### config.mk
export PLATFORM = sky130hd
export DESIGN_NAME = rc_knob_gain_adjuster
export DESIGN_NICKNAME = d
export VERILOG_FILES = /design/src/sv/rcka_pkg.sv /design/src/sv/rc_knob_gain_adjuster.sv
export SDC_FILE = /design/constraint.sdc
export NUM_CORES = 1
export LEC_CHECK = 0
export BUFFER_PORTS_ARGS = -buffer_cell sky130_fd_sc_hd__buf_4
export CAP_MARGIN = 20
export CORE_MARGIN = 2
export CORE_UTILIZATION = 51
export CTS_CLUSTER_SIZE = 28
export DETAILED_ROUTE_END_ITERATION = 10
export GPL_TIMING_DRIVEN = 0
export PLACE_DENSITY = 0.71
export SETUP_SLACK_MARGIN = 0.05
export SLEW_MARGIN = 20
export SYNTH_ARGS = -nofsm -noshare
export SYNTH_HDL_FRONTEND = slang
export SYNTH_SLANG_ARGS = --single-unit
### constraint.sdc
create_clock -name aclk -period 8.2 [get_ports aclk]
set_input_delay 0.41 -clock aclk [delete_from_list [all_inputs] [get_ports aclk]]
set_output_delay 0.41 -clock aclk [all_outputs]
set_load 0.005 [all_outputs]
### src/sv/rcka_pkg.sv
package rcka_pkg;

    // Field widths.
    localparam int REQ_W     = 2;
    localparam int ENTRY_W   = 4;
    localparam int GAIN_W    = 16;
    localparam int PULSE_W   = 16;
    localparam int FLASH_W   = 4;
    localparam int MODE_W    = 2;
    localparam int ENTRY_SPAN = 2 ** ENTRY_W;

    // Default table size.
    localparam int RCKA_NUM_GAINS = 16;

    // Request kinds carried in the input tuser.
    localparam logic [REQ_W-1:0] REQ_TICK  = 2'd0;
    localparam logic [REQ_W-1:0] REQ_WRITE = 2'd1;
    localparam logic [REQ_W-1:0] REQ_READ  = 2'd2;

    // Decoded mode positions.
    localparam logic [MODE_W-1:0] MODE_HIGH = 2'd0;
    localparam logic [MODE_W-1:0] MODE_MID  = 2'd1;
    localparam logic [MODE_W-1:0] MODE_LOW  = 2'd2;

    // Flash codes.
    localparam logic [FLASH_W-1:0] FLASH_NONE  = 4'd0;
    localparam logic [FLASH_W-1:0] FLASH_UP    = 4'd1;
    localparam logic [FLASH_W-1:0] FLASH_DOWN  = 4'd2;
    localparam logic [FLASH_W-1:0] FLASH_CLAMP = 4'd5;

    // Configuration register indexes.
    localparam int CFG_ADDR_W = 3;
    localparam int CFG_DATA_W = 16;
    localparam logic [CFG_ADDR_W-1:0] CFG_THRESH_LOW  = 3'd0;
    localparam logic [CFG_ADDR_W-1:0] CFG_THRESH_HIGH = 3'd1;
    localparam logic [CFG_ADDR_W-1:0] CFG_GAIN_STEP   = 3'd2;
    localparam logic [CFG_ADDR_W-1:0] CFG_ADJ_INDEX_0 = 3'd3;
    localparam logic [CFG_ADDR_W-1:0] CFG_ADJ_INDEX_1 = 3'd4;
    localparam logic [CFG_ADDR_W-1:0] CFG_ADJ_INDEX_2 = 3'd5;

    // Configuration reset values.
    localparam logic [PULSE_W-1:0] THRESH_LOW_RST  = 16'd2600;
    localparam logic [PULSE_W-1:0] THRESH_HIGH_RST = 16'd3400;
    localparam logic [GAIN_W-1:0]  GAIN_STEP_RST   = 16'd819;
    localparam logic [ENTRY_W-1:0] ADJ_INDEX_0_RST = 4'd0;
    localparam logic [ENTRY_W-1:0] ADJ_INDEX_1_RST = 4'd1;
    localparam logic [ENTRY_W-1:0] ADJ_INDEX_2_RST = 4'd2;

    // Knob dead band in counts and the saturation ceiling.
    localparam logic signed [PULSE_W:0] KNOB_DEADBAND = 17'sd6;
    localparam logic [GAIN_W-1:0]       GAIN_MAX      = 16'hFFFF;

    // Stream widths and result field positions.
    localparam int S_TDATA_W = 56;
    localparam int M_TDATA_W = 32;
    localparam int M_VALUE_LSB   = 0;
    localparam int M_ENTRY_LSB   = 16;
    localparam int M_CHANGED_BIT = 20;
    localparam int M_FLASH_LSB   = 21;
    localparam int M_MODE_LSB    = 25;

endpackage

### src/sv/rc_knob_gain_adjuster.sv
// Channel   | Port group               | Contents
// ----------+--------------------------+-----------------------------------------
// request   | s_tvalid/s_tready/s_tdata| one tick, table write or table read
//           | s_tuser                  | request kind
// result    | m_tvalid/m_tready/m_tdata| one result per request
// config    | cfg_wr_en/cfg_addr/cfg_wdata | register write, no read-back
//
// One request per cycle unless stalled; it passes the input, then the result register.
// The gain table, baseline and flags are updated in the cycle a request moves from the
// input register to the result register, so the next request sees them at once.
// Reset is synchronous and active low; it clears the gain table and all control state.
// A stalled result holds; the input register holds one more request, then s_tready drops.
module rc_knob_gain_adjuster
    import rcka_pkg::*;
#(
    parameter int NUM_GAINS = RCKA_NUM_GAINS
) (
    input  logic                  aclk,
    input  logic                  aresetn,
    // Configuration write port
    input  logic                  cfg_wr_en,
    input  logic [CFG_ADDR_W-1:0] cfg_addr,
    input  logic [CFG_DATA_W-1:0] cfg_wdata,
    // Request channel
    input  logic                  s_tvalid,
    output logic                  s_tready,
    // tdata, lowest bit up: entry_index[3:0], write_value[19:4], link_up[20],
    // calib_done[21], mode_pulse[37:22], gain_pulse[53:38], zero[55:54]
    input  logic [S_TDATA_W-1:0]  s_tdata,
    // tuser: req_type[1:0]
    input  logic [REQ_W-1:0]      s_tuser,
    // Result channel
    output logic                  m_tvalid,
    input  logic                  m_tready,
    // tdata, lowest bit up: gain_value[15:0], gain_entry[19:16], gain_changed[20],
    // flash_code[24:21], mode_now[26:25], zero[31:27]
    output logic [M_TDATA_W-1:0]  m_tdata
);

    localparam int TABLE_DEPTH = (NUM_GAINS < ENTRY_SPAN) ? NUM_GAINS : ENTRY_SPAN;
    localparam int TIDX_W      = (TABLE_DEPTH > 1) ? $clog2(TABLE_DEPTH) : 1;

    typedef struct packed {
        logic [PULSE_W-1:0] gain_pulse;
        logic [PULSE_W-1:0] mode_pulse;
        logic               calib_done;
        logic               link_up;
        logic [GAIN_W-1:0]  write_value;
        logic [ENTRY_W-1:0] entry_index;
    } req_item_t;

    localparam int ITEM_W = $bits(req_item_t);

    // Configuration registers
    logic [PULSE_W-1:0] thresh_low_reg;
    logic [PULSE_W-1:0] thresh_high_reg;
    logic [GAIN_W-1:0]  gain_step_reg;
    logic [ENTRY_W-1:0] adj_index_0_reg;
    logic [ENTRY_W-1:0] adj_index_1_reg;
    logic [ENTRY_W-1:0] adj_index_2_reg;

    // Block state
    logic [GAIN_W-1:0]  gain_table_reg [TABLE_DEPTH];
    logic [PULSE_W-1:0] baseline_reg;
    logic [PULSE_W-1:0] baseline_next;
    logic               armed_reg;
    logic               armed_next;
    logic [FLASH_W-1:0] flash_reg;
    logic [FLASH_W-1:0] flash_next;
    logic [MODE_W-1:0]  mode_reg;
    logic [MODE_W-1:0]  mode_next;

    // Pipeline registers
    logic               in_valid_reg;
    req_item_t          in_item_reg;
    logic [REQ_W-1:0]   in_req_reg;
    logic               out_valid_reg;
    logic [M_TDATA_W-1:0] out_data_reg;
    logic [M_TDATA_W-1:0] out_data_next;

    // Datapath signals
    logic               out_free;
    logic               fire;
    logic               is_tick;
    logic [MODE_W-1:0]  mode_dec;
    logic [ENTRY_W-1:0] rep_idx;
    logic               rep_in_range;
    logic [GAIN_W-1:0]  rd_val;
    logic signed [PULSE_W:0] delta;
    logic               knob_up;
    logic               knob_down;
    logic [GAIN_W:0]    up_sum;
    logic               up_fits;
    logic               down_fits;
    logic               changed;
    logic               wr_en;
    logic [GAIN_W-1:0]  wr_val;
    logic [GAIN_W-1:0]  out_val;

    // Handshake: the result register frees when taken, the input register when it fires.
    assign out_free = !out_valid_reg || m_tready;
    assign fire     = in_valid_reg && out_free;
    assign s_tready = !in_valid_reg || fire;
    assign m_tvalid = out_valid_reg;
    assign m_tdata  = out_data_reg;

    // Configuration writes.
    always_ff @(posedge aclk) begin
        if (!aresetn) begin
            thresh_low_reg  <= THRESH_LOW_RST;
            thresh_high_reg <= THRESH_HIGH_RST;
            gain_step_reg   <= GAIN_STEP_RST;
            adj_index_0_reg <= ADJ_INDEX_0_RST;
            adj_index_1_reg <= ADJ_INDEX_1_RST;
            adj_index_2_reg <= ADJ_INDEX_2_RST;
        end else if (cfg_wr_en) begin
            case (cfg_addr)
                CFG_THRESH_LOW:  thresh_low_reg  <= cfg_wdata[PULSE_W-1:0];
                CFG_THRESH_HIGH: thresh_high_reg <= cfg_wdata[PULSE_W-1:0];
                CFG_GAIN_STEP:   gain_step_reg   <= cfg_wdata[GAIN_W-1:0];
                CFG_ADJ_INDEX_0: adj_index_0_reg <= cfg_wdata[ENTRY_W-1:0];
                CFG_ADJ_INDEX_1: adj_index_1_reg <= cfg_wdata[ENTRY_W-1:0];
                CFG_ADJ_INDEX_2: adj_index_2_reg <= cfg_wdata[ENTRY_W-1:0];
                default: ;
            endcase
        end
    end

    // Mode decode from the switch pulse width.
    always_comb begin
        if (in_item_reg.mode_pulse < thresh_low_reg) begin
            mode_dec = MODE_LOW;
        end else if (in_item_reg.mode_pulse < thresh_high_reg) begin
            mode_dec = MODE_MID;
        end else begin
            mode_dec = MODE_HIGH;
        end
    end

    // Request decode: the mode after this request and the entry it reports on.
    always_comb begin
        is_tick   = (in_req_reg == REQ_TICK) && in_item_reg.link_up;
        mode_next = is_tick ? mode_dec : mode_reg;
        case (in_req_reg)
            REQ_WRITE, REQ_READ: rep_idx = in_item_reg.entry_index;
            default: begin
                case (mode_next)
                    MODE_LOW: rep_idx = adj_index_2_reg;
                    MODE_MID: rep_idx = adj_index_1_reg;
                    default:  rep_idx = adj_index_0_reg;
                endcase
            end
        endcase
    end

    // Single table read; entries beyond the table read as zero.
    assign rep_in_range = (int'(rep_idx) < NUM_GAINS);
    assign rd_val = rep_in_range ? gain_table_reg[rep_idx[TIDX_W-1:0]] : '0;

    // Knob movement against the baseline and saturating step checks.
    assign delta     = $signed({1'b0, in_item_reg.gain_pulse}) - $signed({1'b0, baseline_reg});
    assign knob_up   = (delta > KNOB_DEADBAND);
    assign knob_down = (delta < -KNOB_DEADBAND);
    assign up_sum    = {1'b0, rd_val} + {1'b0, gain_step_reg};
    assign up_fits   = (up_sum < {1'b0, GAIN_MAX});
    assign down_fits = (rd_val > gain_step_reg);

    // State update and table write for the request in the input register.
    always_comb begin
        armed_next    = armed_reg;
        baseline_next = baseline_reg;
        flash_next    = flash_reg;
        changed       = 1'b0;
        wr_en         = 1'b0;
        wr_val        = in_item_reg.write_value;
        case (in_req_reg)
            REQ_WRITE: wr_en = rep_in_range;
            REQ_READ: ;
            default: begin
                if (is_tick) begin
                    if (!armed_reg) begin
                        if (in_item_reg.calib_done) begin
                            baseline_next = in_item_reg.gain_pulse;
                            armed_next    = 1'b1;
                        end
                    end else if (knob_up || knob_down) begin
                        baseline_next = in_item_reg.gain_pulse;
                        if (rep_in_range) begin
                            changed = 1'b1;
                            wr_en   = 1'b1;
                            if (knob_up) begin
                                wr_val     = up_fits ? up_sum[GAIN_W-1:0] : GAIN_MAX;
                                flash_next = up_fits ? FLASH_UP : FLASH_CLAMP;
                            end else begin
                                wr_val     = down_fits ? (rd_val - gain_step_reg) : '0;
                                flash_next = down_fits ? FLASH_DOWN : FLASH_CLAMP;
                            end
                        end
                    end
                end
            end
        endcase
    end

    // Result assembly; the reported value is the entry after this request.
    assign out_val = wr_en ? wr_val : rd_val;
    always_comb begin
        out_data_next = '0;
        out_data_next[M_VALUE_LSB +: GAIN_W]  = out_val;
        out_data_next[M_ENTRY_LSB +: ENTRY_W] = rep_idx;
        out_data_next[M_CHANGED_BIT]          = changed;
        out_data_next[M_FLASH_LSB +: FLASH_W] = flash_next;
        out_data_next[M_MODE_LSB +: MODE_W]   = mode_next;
    end

    // Control state and the gain table.
    always_ff @(posedge aclk) begin
        if (!aresetn) begin
            in_valid_reg  <= 1'b0;
            out_valid_reg <= 1'b0;
            armed_reg     <= 1'b0;
            baseline_reg  <= '0;
            flash_reg     <= FLASH_NONE;
            mode_reg      <= MODE_HIGH;
            for (int i = 0; i < TABLE_DEPTH; i++) begin
                gain_table_reg[i] <= '0;
            end
        end else begin
            if (s_tready) begin
                in_valid_reg <= s_tvalid;
            end
            if (out_free) begin
                out_valid_reg <= in_valid_reg;
            end
            if (fire) begin
                armed_reg    <= armed_next;
                baseline_reg <= baseline_next;
                flash_reg    <= flash_next;
                mode_reg     <= mode_next;
                if (wr_en) begin
                    gain_table_reg[rep_idx[TIDX_W-1:0]] <= wr_val;
                end
            end
        end
    end

    // Payload registers.
    always_ff @(posedge aclk) begin
        if (s_tready && s_tvalid) begin
            in_item_reg <= req_item_t'(s_tdata[ITEM_W-1:0]);
            in_req_reg  <= s_tuser;
        end
        if (fire) begin
            out_data_reg <= out_data_next;
        end
    end

endmodule

# --- Word level (Yosys, flattened, before mapping) ---
# Memory sizes are Yosys's and may differ from the RTL's.
# Cells that the tools add are included.
classes:
  n_addsub: 3
  n_lt_le_gt_ge: 6
  eq_ne: 10
  n_mux: 37
  n_bitwise: 1
  reduce_logical: 21
ops:
  columns: ["operator", "n"]
  rows:
  - ["$mux W16", 12]
  - ["$lt A16 B16 Y1", 2]
  - ["$mux W4", 6]
  - ["$add A16 B16 Y17", 1]
  - ["$gt A17 B4 Y1 const B", 1]
  - ["$lt A17 B16 Y1 const B", 1]
  - ["$lt A17 B4 Y1 const B", 1]
  - ["$sub A16 B16 Y17", 1]
  - ["$gt A16 B16 Y1", 1]
  - ["$reduce_or A16 Y1", 1]
  - ["$sub A16 B16 Y16", 1]
  - ["$mux W1", 12]
  - ["$reduce_and A2 Y1", 6]
  - ["$mux W3", 3]
  - ["$pmux W4 S2", 1]
  - ["$eq A3 B2 Y1 const B", 2]
  - ["$eq A3 B3 Y1 const B", 2]
  - ["$reduce_and A5 Y1", 1]
  - ["$eq A2 B1 Y1 const B", 2]
  - ["$eq A2 B2 Y1 const B", 2]
  - ["$mux W2", 2]
  - ["$eq A3 B1 Y1 const B", 1]
  - ["$logic_and A1 B1 Y1", 3]
  - ["$logic_not A3 Y1", 1]
  - ["9 further kinds", 12]
totals:
  ff_bits: 168
  ramBits: 256
  input_bits: 82
  output_inout_bits: 34
  word_cells: 100
  mem_count: 1
mem_list:
  columns: ["name", "words", "width", "read_ports", "rd_ports_with_merged_regs", "write_ports", "line_no", "rtl"]
  rows:
  - ["gain_table_reg", 16, 16, 1, 0, 16, "rc_knob_gain_adjuster.sv:63", "logic [GAIN_W-1:0] gain_table_reg [TABLE_DEPTH];"]

# --- Logic depth before layout (Yosys ltp) ---
# An unclocked memory read counts as a cell.
depth:
  ltp_word: 17
  ltp_mapped: 34
  ltp_nobuf: 32

# --- Worst setup path before layout ---
# OpenSTA, ideal clock, no wires.
synth_timing:
  kind: "reg2reg"
  from: "register in_item_reg[23] in the netlist's numbering"
  to: "memory gain_table_reg[1][9] (data pin)"
  setup_time_ns: 0.161
  arrival_ns: 8.266
  required_time_ns: 8.039
  slack_ns: -0.227
  path_stages_with_launch: 33
  n_path_buf: 5
  period_less_slack_ns: 8.427
  path_cell_list: "edfxtp_1 -> ha_1 -> a21o_1 -> a21o_1 -> a21o_1 -> a21o_1 -> a21o_1 -> a211oi_1 -> o21ai_0 -> nor3b_1 -> a21oi_1 -> ha_1 -> nor2b_1 -> o31ai_1 -> clkbuf_1 -> buf_2 -> mux4_2 -> a211oi_1 -> a21oi_1 -> ha_1 -> buf_4 -> o21bai_1 -> a21oi_1 -> xnor2_1 -> or4_1 -> or4_1 -> a2111oi_2 -> o2111ai_1 -> a31oi_4 -> buf_6 -> nor4_4 -> buf_6 -> nor3_1"
synth_lines:
  columns: ["item", "line_no", "rtl"]
  rows:
  - ["from (decl)", "rc_knob_gain_adjuster.sv:75", "req_item_t in_item_reg;"]
  - ["from (signal assigned)", "rc_knob_gain_adjuster.sv:250", "in_item_reg <= req_item_t'(s_tdata[ITEM_W-1:0]);"]
  - ["to (decl)", "rc_knob_gain_adjuster.sv:63", null]

# --- Final worst setup path ---
layout_timing:
  from: "register in_item_reg[23] in the netlist's numbering"
  to: "register out_data_reg[5] (netlist: m_tdata[5]) (data pin)"
layout_via:
  elab_chain_cells: 17
  elab_cells_between_ends: 22
  cone_classes: "2 x add/sub; 4 x order compare; 2 x eq/ne; 13 x mux; 1 x memory"
layout_rtl:
  columns: ["item", "line_no", "rtl"]
  rows:
  - ["$lt A16 B16 Y1", "rc_knob_gain_adjuster.sv:133", "end else if (in_item_reg.mode_pulse < thresh_high_reg) begin"]
  - ["$mux W1", "rc_knob_gain_adjuster.sv:133", null]
  - ["$mux W2 (*)", "rc_knob_gain_adjuster.sv:131", "if (in_item_reg.mode_pulse < thresh_low_reg) begin"]
  - ["$mux W2 (*)", "rc_knob_gain_adjuster.sv:143", "mode_next = is_tick ? mode_dec : mode_reg;"]
  - ["net mode_next[0]", "rc_knob_gain_adjuster.sv:71", "logic [MODE_W-1:0] mode_next;"]
  - ["$eq A2 B1 Y1 / $eq A2 B2 Y1 (equally long branches)", "rc_knob_gain_adjuster.sv:147", "case (mode_next)"]
  - ["$pmux W4 S2 (*)", "rc_knob_gain_adjuster.sv:147", null]
  - ["$mux W4 (*)", "rc_knob_gain_adjuster.sv:144", "case (in_req_reg)"]
  - ["(+3 left out)", null, null]
  - ["$mux W16", "rc_knob_gain_adjuster.sv:192", "wr_val = up_fits ? up_sum[GAIN_W-1:0] : GAIN_MAX;"]
  - ["$mux W16", "rc_knob_gain_adjuster.sv:191", "if (knob_up) begin"]
  - ["$mux W16", "rc_knob_gain_adjuster.sv:186", "end else if (knob_up || knob_down) begin"]
  - ["$mux W16", "rc_knob_gain_adjuster.sv:181", "if (!armed_reg) begin"]
  - ["$mux W16", "rc_knob_gain_adjuster.sv:180", "if (is_tick) begin"]
  - ["$mux W16", "rc_knob_gain_adjuster.sv:176", "case (in_req_reg)"]
  - ["$mux W16 (*)", "rc_knob_gain_adjuster.sv:206", "assign out_val = wr_en ? wr_val : rd_val;"]
  - ["net out_val[5]", "rc_knob_gain_adjuster.sv:98", "logic [GAIN_W-1:0] out_val;"]
  - ["to (signal assigned)", "rc_knob_gain_adjuster.sv:254", "out_data_reg <= out_data_next;"]
  - ["to (decl)", "rc_knob_gain_adjuster.sv:78", "logic [M_TDATA_W-1:0] out_data_reg;"]
# The timed path passes the listed nets; every way through them passes the cells marked *.
# A chain may end at the register's enable or synchronous reset.

==> summary.txt <==
Logic synthesis
  – EDFF count, synth: ~340
  – Yosys cell types: 80
  – Leading cell types by total area after synthesis: edfxtp_1 (47%), dfxtp_1 (7.9%), mux4_2 (6.7%)
  – Primary FF master, synth: edfxtp_1
  – Post-synth top cells: edfxtp_1 (339), nor2_1 (264), nand2_1 (180)
  – Syn Area/Cell: between 10 and 15 µm²
  – Seq/Total Area, Yosys: 54.9%
  – Mapped Area: 21600 µm²
  – Asr flop ratio synth: 0%
  – Dominant cell type by area after synthesis: edfxtp_1
  – Synthesis-stage register bit count: about 420
  – Share of Yosys cell area claimed by the top area cell type: a little under half
  – Most instantiated library cell after synthesis: edfxtp_1
  – YS warnings: 0
  – Post-synthesis instance total: 1907

Outcome
  – Status: finished, final reports clean

Cells and area
  – Share of layout cells above drive strength 1: 21.2%
  – Max reg flops: ~260
  – Core Util, Final: about 63%
  – Post-route cell area: between 20000 and 30000 µm²
  – # diodes: 0
  – Layout fillers: 3164
  – Fin nets: around 2300
  – Area grow syn2layout: 22.5%

Routing
  – Vias: 16500
  – Post-route antenna net violation count: 0
  – Via/cell ratio: approximately 6
  – Total iterations of the first detailed-routing run: 7
  – Initial DRC count: roughly 1700
  – Wirelength per Cell: 22.4 µm
  – DRC: 0
  – Total detailed-routing wirelength: between 60 and 70 mm

STA
  – Fin. max-slew vios: 0
  – Worst-case clock skew: ~0.024 ns
  – Worst-margin pin slew: 1.19 ns
  – RSZ-0062 raised after global routing: false
  – Achievable frequency: between 100 and 150 MHz
  – Final Cycle Share: between 90% and 100%
  – Slew headroom: between 20% and 30%
  – Endpoints failing setup: 0
  – Final Hold Viols: 0
  – Setup_tns: 0 ns
  – Tmin final: 8.04 ns

Global routing
  – Antenna violations before repair: 0
  – Largest net degree at the start of global routing: 39
  – First-pass GRT wire length: between 90 and 100 mm
  – Vias in the first global route: 16100
  – Gr ovfl total: 0
  – All-Layer GR Usage: approximately 28%

Floorplanning
  – Die width: 210 µm
  – Initial Utilization: slightly above 50%
  – Die Area: approximately 44000 µm²
  – Site Rows: 75
  – IO Pins: 116
  – Core area: roughly 42000 µm²
  – Die height: 210 µm

Placed design
  – Placed inst area: between 20000 and 25000 µm²
  – Port bufs: between 100 and 150
  – DP Wirelength: 43.1 mm
  – Gpl congestion: between 0.9 and 1

CTS
  – H-tree depth: 2
  – CTS Root Cell: clkbuf_16
  – CTS tree: built
  – TritonCTS Buffers: between 40 and 50
  – Clock Sinks: ~420
  – Clock buffer depth: 3
  – Clock latency on the worst-skew pair: 0.59 ns
  – CTS clk-pin slew, worst paths: approximately 0.06 ns

Setup path
  – WS Path Type: reg2reg
  – Startpoint Class: flop
  – CP Launch Point: in_item_reg[23]$_DFFE_PP_
  – Worst reg2reg path startpoint: in_item_reg[23]$_DFFE_PP_
  – Largest stage delay, worst path: approximately 0.53 ns
  – Req. time, crit path: roughly 8.6 ns
  – Crit path to: m_tdata[5]$_DFFE_PP_
  – Reg2Reg Setup Slack: about 0.16 ns
  – Worst R2R Path Depth: 36
  – Slowest library cell on the worst path: or4_4
  – Capturing point of the worst reg2reg path: m_tdata[5]$_DFFE_PP_
  – Worst EP arrival: 8.40 ns
  – Crit. End Element: flop
  – Max FO, Critical Path: 8
  – CP dominant cell by count: a21o_1

Power and ir drop
  – Leak pwr: between 9 and 10 nW
  – Power Density: around 210 nW/µm²
  – Worst vdd ir: 143 µV

Worst hold path
  – Worst min path class: in2reg

Flow run
  – Max_cap viols: 0
report_power, final:
group / switching [mW] / internal (mW)
Combinational: 0.709 / 0.493
Clock: 0.834 / 1.14
Sequential: 0.0352 / 2.41
Total: 1.58 / 4.04
per-layer routing:
| metal | global-route usage [%] | vias up | share of wire (%) | wire [µm] |
|---|---|---|---|---|
| li1 | - | 7514 | - | - |
| met1 | 36.3 | 8102 | 40 | 24600 |
| met2 | 46.0 | 741 | 48 | 29400 |
| met3 | 4.29 | 165 | 7.9 | 4870 |
| met4 | 11.5 | 0 | 4.2 | 2560 |
| met5 | 0 | - | 0 | 0 |
cells by family (layout without fill, tap and decap cells):
group	after synthesis	after routing	share of synthesized area, %
simple gates	679	679	14.3
fa+ha+maj	86	86	5.07
flops	424	424	54.9
xor+xnor	28	28	1.13
buf+inv	222	514	4.18
mux	103	103	8.49
compound gates	364	365	12.0
other cells	1	5	0.0173
critical path, delay by kind of cell, from the launching register on:
kind / cells / cell delay (ns)
flip-flops: 1 / 0.39
multiplexers: 2 / 0.40
AO/OA/AOI/OAI: 17 / 3.45
buffers and inverters: 8 / 1.05
XOR/XNOR: 1 / 0.14
AND/OR/NAND/NOR: 4 / 1.23
adder cells (fa/ha/maj): 4 / 1.12
placed cells by master, fill, tap and decap left out, types with 9 or more instances in the layout:
cell	Yosys	layout
nor2_1	264	261
and2_1	11	10
edfxtp_1	339	339
a21o_1	26	26
nor3_1	58	53
clkbuf_2	0	11
a211oi_1	30	16
o21a_1	14	14
o211ai_1	26	26
nor2b_1	50	48
clkbuf_16	0	49
a21boi_0	36	36
mux4_2	64	64
and3_1	9	9
xnor2_1	14	14
buf_4	8	165
clkbuf_8	0	10
nand2b_1	11	11
dfxtp_1	85	84
ha_1	83	75
a211oi_2	2	9
nand3_1	27	27
a31oi_1	18	15
nand2_1	180	180
a21oi_1	76	62
xor2_1	14	14
nand4_1	23	23
dlygate4sd3_1	0	49
or3_1	9	9
a21oi_2	0	13
clkbuf_1	90	72
o31ai_1	17	10
buf_6	2	10
buf_2	22	18
o21ai_0	48	44
mux2i_1	37	34
inv_1	89	85
timing repair:
item | CTS | global route
setup endpoints to repair | 278 | 261
gates resized for setup | 157 | 78
gates cloned | 3 | 4
hold buffers | 49 | 0
pin swaps | 23 | 27
buffers inserted | 35 | 17
hold endpoints to repair | 49 | 0
worst min-delay path by stage:
stage	slack, ns	cells past startpoint	endpoint	from
2_1_floorplan	0.41	2	flash_reg[3]$_SDFFE_PN0P_	flash_reg[3]$_SDFFE_PN0P_
3_3_place_gp	0.42	2	flash_reg[3]$_SDFFE_PN0P_	flash_reg[3]$_SDFFE_PN0P_
3_5_place_dp	0.43	2	flash_reg[3]$_SDFFE_PN0P_	flash_reg[3]$_SDFFE_PN0P_
4_1_cts	0.0003	1	in_item_reg[39]$_DFFE_PP_	s_tdata[39]
5_1_grt	0.005	1	in_req_reg[0]$_DFFE_PP_	s_tuser[0]
6_report	0.01	1	in_item_reg[32]$_DFFE_PP_	s_tdata[32]
stage by stage:
stage               hold WS [ns]  instances  setup slack [ns]  total power [mW]
floorplan                  0.407       1911             0.162              3.13
global placement           0.417       2557             -2.34              3.42
detailed placement         0.430       2559             -2.40              3.44
CTS                     0.000272       2724            0.0528              5.53
global route             0.00537       2743           0.00841              5.80
finish                    0.0132       2743             0.157              5.61
area by class of cell:
cell class | count | area, µm² | area share (%)
plain buffers | 127 | 810 | 3.05
flip-flops and latches | 424 | 11900 | 44.8
multi-input cells | 1266 | 9550 | 36.0
clock inverters | 15 | 134 | 0.505
clock buffers | 65 | 1270 | 4.80
inverters | 91 | 344 | 1.30
repair buffers | 216 | 1860 | 7.00
well taps | 539 | 674 | 2.54
No activity file was read; power rests on OpenSTA's default activity.
